===== config.mk =====
export PLATFORM = sky130hd
export DESIGN_NAME = char_lcd_nibble_interface
export DESIGN_NICKNAME = d
export VERILOG_FILES = /design/src/hw/rtl/clni_pkg.sv /design/src/hw/rtl/char_lcd_nibble_interface.sv
export SDC_FILE = /design/constraint.sdc
export NUM_CORES = 1
export LEC_CHECK = 0
export ABC_AREA = 0
export BUFFER_PORTS_ARGS = -buffer_cell sky130_fd_sc_hd__buf_2
export CAP_MARGIN = 0
export CORE_MARGIN = 2
export CORE_UTILIZATION = 50
export CTS_CLUSTER_SIZE = 28
export DETAILED_ROUTE_END_ITERATION = 10
export PLACE_DENSITY = 0.74
export SLEW_MARGIN = 5
export SYNTH_ARGS = -nofsm -noshare
export SYNTH_HDL_FRONTEND = slang
export SYNTH_SLANG_ARGS = --single-unit

===== constraint.sdc =====
create_clock -name clk_i -period 12.2 [get_ports clk_i]
set_input_delay 1.83 -clock clk_i [delete_from_list [all_inputs] [get_ports clk_i]]
set_output_delay 1.83 -clock clk_i [all_outputs]
set_load 0.02 [all_outputs]

===== src/hw/rtl/clni_pkg.sv =====
// ---------------------------------------------------------------------------
// Character LCD nibble interface package
// Request codes, job kinds and the constant tables of the LCD interface.
// ---------------------------------------------------------------------------
`default_nettype none

package clni_pkg;

  typedef enum logic [2:0] {
    CMD_INIT   = 3'd0,
    CMD_CLEAR  = 3'd1,
    CMD_INSTR  = 3'd2,
    CMD_CHAR   = 3'd3,
    CMD_CURSOR = 3'd4,
    CMD_NUMBER = 3'd5,
    CMD_POINT  = 3'd6
  } cmd_e;

  typedef enum logic [1:0] {
    JOB_INIT   = 2'd0,
    JOB_BYTE   = 2'd1,
    JOB_DIGITS = 2'd2
  } job_e;

  localparam logic [7:0] INSTR_CLEAR = 8'h01;
  localparam logic [7:0] ASCII_ZERO  = 8'd48;
  localparam logic [7:0] ASCII_POINT = 8'h2e;
  localparam logic [2:0] INIT_LAST   = 3'd6;
  localparam logic [2:0] POINT_EXP   = 3'd2;
  localparam logic [2:0] POINT_DIGITS = 3'd3;

  function automatic logic [7:0] power_up_byte(input logic [2:0] idx);
    logic [7:0] b;
    unique case (idx)
      3'd0:    b = 8'h02;
      3'd1:    b = 8'h28;
      3'd2:    b = 8'h0e;
      3'd3:    b = 8'h0c;
      3'd4:    b = 8'h06;
      3'd5:    b = 8'h01;
      default: b = 8'h80;
    endcase
    return b;
  endfunction

  function automatic logic [7:0] row_base(input logic [1:0] idx);
    logic [7:0] b;
    unique case (idx)
      2'd0:    b = 8'h80;
      2'd1:    b = 8'hc0;
      2'd2:    b = 8'h94;
      default: b = 8'hd4;
    endcase
    return b;
  endfunction

  function automatic logic [16:0] pow10(input logic [2:0] e);
    logic [16:0] p;
    unique case (e)
      3'd0:    p = 17'd1;
      3'd1:    p = 17'd10;
      3'd2:    p = 17'd100;
      3'd3:    p = 17'd1000;
      3'd4:    p = 17'd10000;
      default: p = 17'd100000;
    endcase
    return p;
  endfunction

endpackage

`default_nettype wire


===== src/hw/rtl/char_lcd_nibble_interface.sv =====
// An accepted request loads the job registers; its first strobe then moves into the output register when not stalled.
// Throughput: one strobe per cycle while the output is not stalled; a request gives 2 to 14 strobes, or none.
// The output stall sets the rate; the next request is accepted in the cycle the
// last strobe of the current one moves into the output register.
// Reset clears the job and output valid flags; no strobe is pending after it.
// ---------------------------------------------------------------------------
// Character LCD nibble interface
// Turns display requests into 4-bit LCD bus strobes, high nibble first.
// ---------------------------------------------------------------------------
`default_nettype none

module char_lcd_nibble_interface
  import clni_pkg::*;
#(
  parameter int unsigned MAX_DIGITS = 4
) (
  input  wire logic        clk_i,
  input  wire logic        rst_ni,
  input  wire logic        in_valid_i,
  output logic             in_stall_o,
  input  wire logic [2:0]  command_i,
  input  wire logic [7:0]  byte_value_i,
  input  wire logic [2:0]  row_i,
  input  wire logic [4:0]  column_i,
  input  wire logic [13:0] number_i,
  input  wire logic [2:0]  digit_count_i,
  output logic             out_valid_o,
  input  wire logic        out_stall_i,
  output logic             register_select_o,
  output logic [3:0]       nibble_o,
  output logic             last_o
);

  localparam logic [2:0] MaxDig = 3'(MAX_DIGITS);

  logic        active_q, active_d;
  job_e        job_q;
  logic        rs_q;
  logic [7:0]  byte_q;
  logic [13:0] val_q;
  logic [2:0]  pos_q;
  logic        hi_q;
  logic [2:0]  exp_q;
  logic        pt_q;

  logic        out_valid_q, out_valid_d;
  logic        out_rs_q;
  logic [3:0]  out_nib_q;
  logic        out_last_q;

  logic        ld_go;
  job_e        ld_job;
  logic        ld_rs;
  logic [7:0]  ld_byte;
  logic [13:0] ld_val;
  logic [2:0]  ld_exp;
  logic        ld_pt;
  logic [2:0]  ld_n;
  logic [2:0]  ndig;
  logic [1:0]  row_idx;
  logic [16:0] cap;

  logic [16:0] pw;
  logic [16:0] thr;
  logic [16:0] sel_thr;
  logic [3:0]  digit;
  logic [7:0]  cur_byte;
  logic        byte_end;
  logic        strobe_last;
  logic [3:0]  strobe_nib;
  logic        advance;
  logic        in_acc;

  always_comb begin
    ld_go   = 1'b1;
    ld_job  = JOB_BYTE;
    ld_rs   = 1'b0;
    ld_byte = byte_value_i;
    ld_exp  = 3'd0;
    ld_pt   = 1'b0;
    ld_n    = POINT_DIGITS;
    row_idx = 2'(row_i - 3'd1);
    priority if (digit_count_i == 3'd0) begin
      ndig = 3'd1;
    end else if (digit_count_i > MaxDig) begin
      ndig = MaxDig;
    end else begin
      ndig = digit_count_i;
    end
    unique case (cmd_e'(command_i))
      CMD_INIT: begin
        ld_job = JOB_INIT;
      end
      CMD_CLEAR: begin
        ld_byte = INSTR_CLEAR;
      end
      CMD_INSTR: begin
        ld_rs = 1'b0;
      end
      CMD_CHAR: begin
        ld_rs = 1'b1;
      end
      CMD_CURSOR: begin
        ld_go   = (row_i >= 3'd1) && (row_i <= 3'd4);
        ld_byte = row_base(row_idx) + {3'b000, column_i} - 8'd1;
      end
      CMD_NUMBER: begin
        ld_job = JOB_DIGITS;
        ld_rs  = 1'b1;
        ld_n   = ndig;
        ld_exp = ndig - 3'd1;
      end
      CMD_POINT: begin
        ld_job = JOB_DIGITS;
        ld_rs  = 1'b1;
        ld_exp = POINT_EXP;
        ld_pt  = 1'b1;
      end
      default: begin
        ld_go = 1'b0;
      end
    endcase
    cap = pow10(ld_n) - 17'd1;
    if ({3'b000, number_i} > cap) begin
      ld_val = cap[13:0];
    end else begin
      ld_val = number_i;
    end
  end

  always_comb begin
    pw      = pow10(exp_q);
    digit   = 4'd0;
    sel_thr = 17'd0;
    thr     = 17'd0;
    for (int k = 1; k <= 9; k++) begin
      thr = 17'(pw * 17'(k));
      if ({3'b000, val_q} >= thr) begin
        digit   = 4'(k);
        sel_thr = thr;
      end
    end
    unique case (job_q)
      JOB_INIT: begin
        cur_byte = power_up_byte(pos_q);
        byte_end = (pos_q == INIT_LAST);
      end
      JOB_DIGITS: begin
        cur_byte = (pt_q && exp_q == 3'd0) ? ASCII_POINT : ASCII_ZERO + {4'b0000, digit};
        byte_end = (exp_q == 3'd0) && !pt_q;
      end
      default: begin
        cur_byte = byte_q;
        byte_end = 1'b1;
      end
    endcase
    strobe_last = !hi_q && byte_end;
    strobe_nib  = hi_q ? cur_byte[7:4] : cur_byte[3:0];
  end

  assign advance     = active_q && (!out_valid_q || !out_stall_i);
  assign in_stall_o  = active_q && !(advance && strobe_last);
  assign in_acc      = in_valid_i && !in_stall_o;

  always_comb begin
    active_d = active_q;
    if (in_acc && ld_go) begin
      active_d = 1'b1;
    end else if (advance && strobe_last) begin
      active_d = 1'b0;
    end
  end

  assign out_valid_d = (out_valid_q && out_stall_i) || advance;

  always_ff @(posedge clk_i or negedge rst_ni) begin
    if (!rst_ni) begin
      active_q    <= 1'b0;
      out_valid_q <= 1'b0;
    end else begin
      active_q    <= active_d;
      out_valid_q <= out_valid_d;
    end
  end

  always_ff @(posedge clk_i) begin
    if (in_acc && ld_go) begin
      job_q  <= ld_job;
      rs_q   <= ld_rs;
      byte_q <= ld_byte;
      val_q  <= ld_val;
      exp_q  <= ld_exp;
      pt_q   <= ld_pt;
      pos_q  <= 3'd0;
      hi_q   <= 1'b1;
    end else if (advance) begin
      hi_q <= !hi_q;
      if (!hi_q) begin
        pos_q <= pos_q + 3'd1;
        if (pt_q && exp_q == 3'd0) begin
          pt_q <= 1'b0;
        end else begin
          val_q <= val_q - sel_thr[13:0];
          exp_q <= exp_q - 3'd1;
        end
      end
    end
  end

  always_ff @(posedge clk_i) begin
    if (advance) begin
      out_rs_q   <= rs_q;
      out_nib_q  <= strobe_nib;
      out_last_q <= strobe_last;
    end
  end

  assign out_valid_o       = out_valid_q;
  assign register_select_o = out_rs_q;
  assign nibble_o          = out_nib_q;
  assign last_o            = out_last_q;

endmodule

`default_nettype wire


* Word level (Yosys, flattened, before mapping)
Cells that the tools add are included.
W data, S select, Z words.
** Storage, ports and cells
- Word-level logic and storage cells :: 151
- Register bits after elaboration :: 41
- Output and inout bits :: 8
- Input bits :: 40
** Cells by class
- Bitwise operators :: 1
- Mux-type cells :: 51
- Order comparisons :: 13
- Equal/unequal tests :: 25
- Reductions and logical operators :: 34
- $add $sub $neg :: 9
- Multipliers :: 5
** Operator list (count)
- $mux W14 :: 14
- $pmux W17 S5 :: 2
- $ge A14 B17 Y1 :: 9
- $pmux W8 S6 :: 1
- $mux W4 :: 9
- $mul A17 B3 Y17 const B :: 2
- $pmux W8 S2 :: 2
- $eq A3 B2 Y1 const B :: 8
- $eq A3 B3 Y1 const B :: 8
- $mux W3 :: 7
- $pmux W7 S3 :: 1
- $gt A14 B17 Y1 :: 1
- $mul A17 B2 Y16 const B :: 1
- $mul A17 B2 Y17 const B :: 1
- $mul A17 B4 Y17 const B :: 1
- $sub A17 B1 Y17 const B :: 1
- $logic_not A3 Y1 :: 5
- $sub A14 B14 Y14 :: 1
- $eq A3 B1 Y1 const B :: 4
- $logic_and A1 B1 Y1 :: 10
- $mux W1 :: 9
- $add A8 B5 Y8 :: 1
- $mux W8 :: 1
- $sub A8 B1 Y8 const B :: 1
- other kinds (25) :: 38

* Longest topological paths before layout
- Depth after elaboration :: 17
- Mapped depth :: 37

* Worst setup path after synthesis
OpenSTA, ideal clock, no wires.
- Path type :: register to register
- Start :: reg exp_q[2]
- End :: reg val_q[13] (data pin)
- Period minus slack after synthesis :: 7679 ps
- Setup slack :: 4521 ps
- Setup time :: 266 ps
- Data arrival time :: 7413 ps
- Cell stages (with the launch flop) :: 34
- Required time :: 11934 ps
- Path through :: edfxtp_1 buf_2 nand2b_2 inv_1 nor2_1 inv_1 fa_1 fa_1 a21o_1 a21oi_1 o21bai_1 a21oi_1 o22ai_1 a21oi_1 xnor2_1 ha_1 nand4_1 nor3_1 a211oi_1 a211oi_2 clkbuf_1 a21oi_1 a2111oi_2 o22ai_1 ha_1 o21ai_0 a21oi_1 o211ai_1 a21oi_1 o31ai_1 o21ai_0 and3_1 o21bai_1 o211ai_1
** On the way
- Word-level cells in the longest chain between the ends :: 17
- Elaborated cells between the ends (all ways) :: 43
- Those cells by class :: add/sub (1); mul (5); order compare (9); eq/ne (4); mux (15); reduce/logical (9)
** Ends and longest elaborated chain
- start, declared :: line char_lcd_nibble_interface.sv:43 : logic [2:0] exp_q;
- start signal, assigned :: line char_lcd_nibble_interface.sv:192 : exp_q <= ld_exp;
- start signal, assigned :: line char_lcd_nibble_interface.sv:204 : exp_q <= exp_q - 3'd1;
- branches (longest 16 deep; another with $mul A17 B2 Y17)
- $mux W14 * :: line char_lcd_nibble_interface.sv:187 : if (in_acc && ld_go) begin
- end signal, assigned :: line char_lcd_nibble_interface.sv:191 : val_q <= ld_val;
- end signal, assigned :: line char_lcd_nibble_interface.sv:203 : val_q <= val_q - sel_thr[13:0];
- end, declared :: line char_lcd_nibble_interface.sv:40 : logic [13:0] val_q;
Mark *: on every way between the ends. The select of a mux whose other input is x is not followed.
A chain may end at the register's enable or synchronous reset.

* Worst setup path in the final report
Same ends and word-level chain as after synthesis.

==> flow_summary_export.csv <==
group,metric,value,unit
clock_tree,cts_buffers,5,
worst_setup_path,reg2reg_from,"exp_q[2]",
clock_tree,cts.clk_slew.worst_paths,0.06,ns
finish,multi_input_area,0.00700,mm2
yosys,synth_top_area_share,28.5,%
floorplanning,ios,48,
yosys,yosys.area.top_type,"ha_1",
place,dp_hpwl,21000,um
finish,syn_to_final_growth,6.92,%
worst_setup_path,worstSetupPathDepth,32,
worst_setup_path,cpPeakStageDelay,1.00,ns
worst_setup_path,crit_family,"compound AO/OA/AOI/OAI gates",
global_route,grt_pass1_wl,43400,um
sta,fin_tns_setup,0,ns
floorplanning,initial_core_util,50.6,%
finish,n_fill_cell,1626,
sta,max_freq,104,MHz
global_route,grt_pass1_vias,8087,
floorplanning,dieWidth,136,um
global_route,use_met3,4.98,%
yosys,synthArstFlopShare,4.88,%
routing,drtAntennaViolNets,0,
clock_tree,cts.sinks,41,
hold_path,worstHoldPathType,"register to register",
hold_path,min-delay-start,"rs_q",
worst_setup_path,path_buf_inv,2,
yosys,synth_common_cells,"ha_1, nand2_1, a21oi_1, inv_1, o21ai_0",
sta,finalSetupViolations,0,
worst_setup_path,r2r-end,"val_q[13]",
global_route,antenna_found_initial,0,
floorplanning,num_rows,48,
yosys,ys_seq_area_share,13.6,%
worst_setup_path,critical_path_class,"register to register",
worst_setup_path,worstPathRequired,12.22,ns
finish,finish.instance_area,0.00926,mm2
clock_tree,post-cts-setup-buffers,0,
global_route,grt_usage,30.4,%
hold_path,min_to,"register_select_o",
sta,worst_pin_slew,1.23,ns
sta,finalHoldViolCount,0,
job,drv_cap,0,
yosys,syn_area,0.00866,mm2
status,status,"completed",
global_route,grt.busiest_layer,"met2",
sta,drv_slew,0,
floorplanning,die_y,136,um
floorplanning,core,0.0171,mm2
yosys,synth-edff-count,35,
sta,finClkSkew,0.00749,ns
worst_setup_path,cp_slowest_cell,"a211oi_2",
place,gp_congestion,1.03,
finish,finalNetCount,1341,
yosys,yosys-top-cells-area,"ha_1, edfxtp_1, a21oi_1, nand2_1, o21ai_0",
routing,firstDrtPassIters,6,
yosys,ys.flop_type,"edfxtp_1",
routing,route.vias.total,8404,
worst_setup_path,cp-start-kind,"register",
routing,drt_wl_total,27400,um
clock_tree,post_cts_resized,0,
clock_tree,cts.path.max_buffers,2,
global_route,use_met2,47.1,%
worst_setup_path,endpoint_kind,"register",
worst_setup_path,r2r_slack,2.61,ns
clock_tree,clock_latency,0.29,ns
clock_tree,cts_max_level,2,
place,portBuffers,47,
yosys,syn_area_per_cell,8.18,um2
hold_path,whs_path_depth,0,
routing,viasPerCell,6.37,
place,dpl_cell_area,0.00909,mm2
yosys,ys_seq_elements,41,
sta,finalCritPeriodShare,78.6,%
yosys,netlist_instances,1059,
finish,diodes,0,
clock_tree,ctsHoldBuffers,0,
yosys,yosys_warnings,0,
routing,drcViolationCount,0,
sta,rsz0062_at_grt,"no",
clock_tree,tritoncts,"built",
sta,relSlewSlack,17.7,%
sta,fin_crit,9.59,ns
worst_setup_path,arrival,9.61,ns
worst_setup_path,cp_max_fo,19,
clock_tree,cts_root_buffer,"clkbuf_16",
routing,wl_per_cell,20.7,um
finish,drive_above_1_share,9.78,%
yosys,synth.distinct_cells,91,
global_route,use_met1,40.6,%
yosys,synth_most_common_cell,"ha_1",
worst_setup_path,timing.critical_path.mode_cell,"a21oi_1",
worst_setup_path,r2r_cells,32,
sta,holdWs,0.437,ns
floorplanning,die-area,0.0184,mm2
finish,regArea,0.00118,mm2
routing,drt_iter0_markers,764,
global_route,grt_max_degree,35,
global_route,globalRouteOverflowTotal,0,
[routing by layer]
layer  up-vias  share of wire, %
li1       4033                 -
met1      3814                42
met2       432                42
met3       125               9.9
met4         0               6.2
met5         -                 0
[worst max-delay path by stage]
stage / startpoint / to
2_1_floorplan: exp_q[2] / val_q[13]
3_3_place_gp: exp_q[2] / val_q[13]
3_5_place_dp: exp_q[2] / val_q[13]
4_1_cts: exp_q[2] / val_q[13]
5_1_grt: exp_q[2] / val_q[13]
6_report: exp_q[2] / val_q[13]
[registers in the layout, indices dropped and copies added, names as in the netlist]
signal             flops
active_q               1
byte_q                 8
exp_q                  3
hi_q                   1
job_q                  2
last_o                 1
nibble_o               4
out_valid_o            1
pos_q                  3
pt_q                   1
register_select_o      1
rs_q                   1
val_q                 14
[cell type report]
type,count,share of cell area (%)
flip-flops and latches,41,12.8
inverters,86,3.51
clock buffers,5,1.35
repair buffers,57,3.35
multi-input cells,902,75.5
well taps,225,3.04
clock inverters,3,0.446
[through the flow]
stage | cells | setup slack [ns] | util (%)
final | 1319 | 2.61 | 54.1
after global routing | 1319 | 1.92 | 54.1
after CTS | 1319 | 2.86 | 54.1
after detailed placement | 1311 | 2.90 | 53.1
after global placement | 1311 | 3.28 | 53.1
after floorplan | 1061 | 4.52 | -
[kinds of logic (layout without fill, tap and decap cells)]
logic type	Yosys count	in the layout	synth area share [%]
AOI/OAI and AO/OA	343	343	26.6
xor gates and xnor gates	41	41	4.15
adders and majority gates	208	208	31.0
buffers and inverters	118	151	5.72
DFF	41	41	13.6
muxes	15	15	2.04
other	1	3	0.0433
and+or+nand+nor	292	292	16.8
[worst reg2reg max path: cells and delay by family (launching register included)]
| family | cells | cell delay, ns |
|---|---|---|
| adder cells (fa/ha/maj) | 4 | 1.73 |
| XOR/XNOR | 1 | 0.13 |
| buffers and inverters | 2 | 0.76 |
| AO/OA/AOI/OAI | 19 | 4.15 |
| flip-flops | 1 | 0.63 |
| AND/OR/NAND/NOR | 6 | 1.95 |
[cell usage in the layout (no fill, tap or decap), drive strengths merged, types with 30 or more instances in the layout]
cell / count
a21o: 35
a21oi: 89
buf: 57
edfxtp: 35
ha: 197
inv: 86
nand2: 93
nor2: 60
o21ai: 68
xnor2: 30
Power is left out: the tool's default activity adds up to more than one toggle a clock period on the data nets, which glitch-free logic cannot reach.
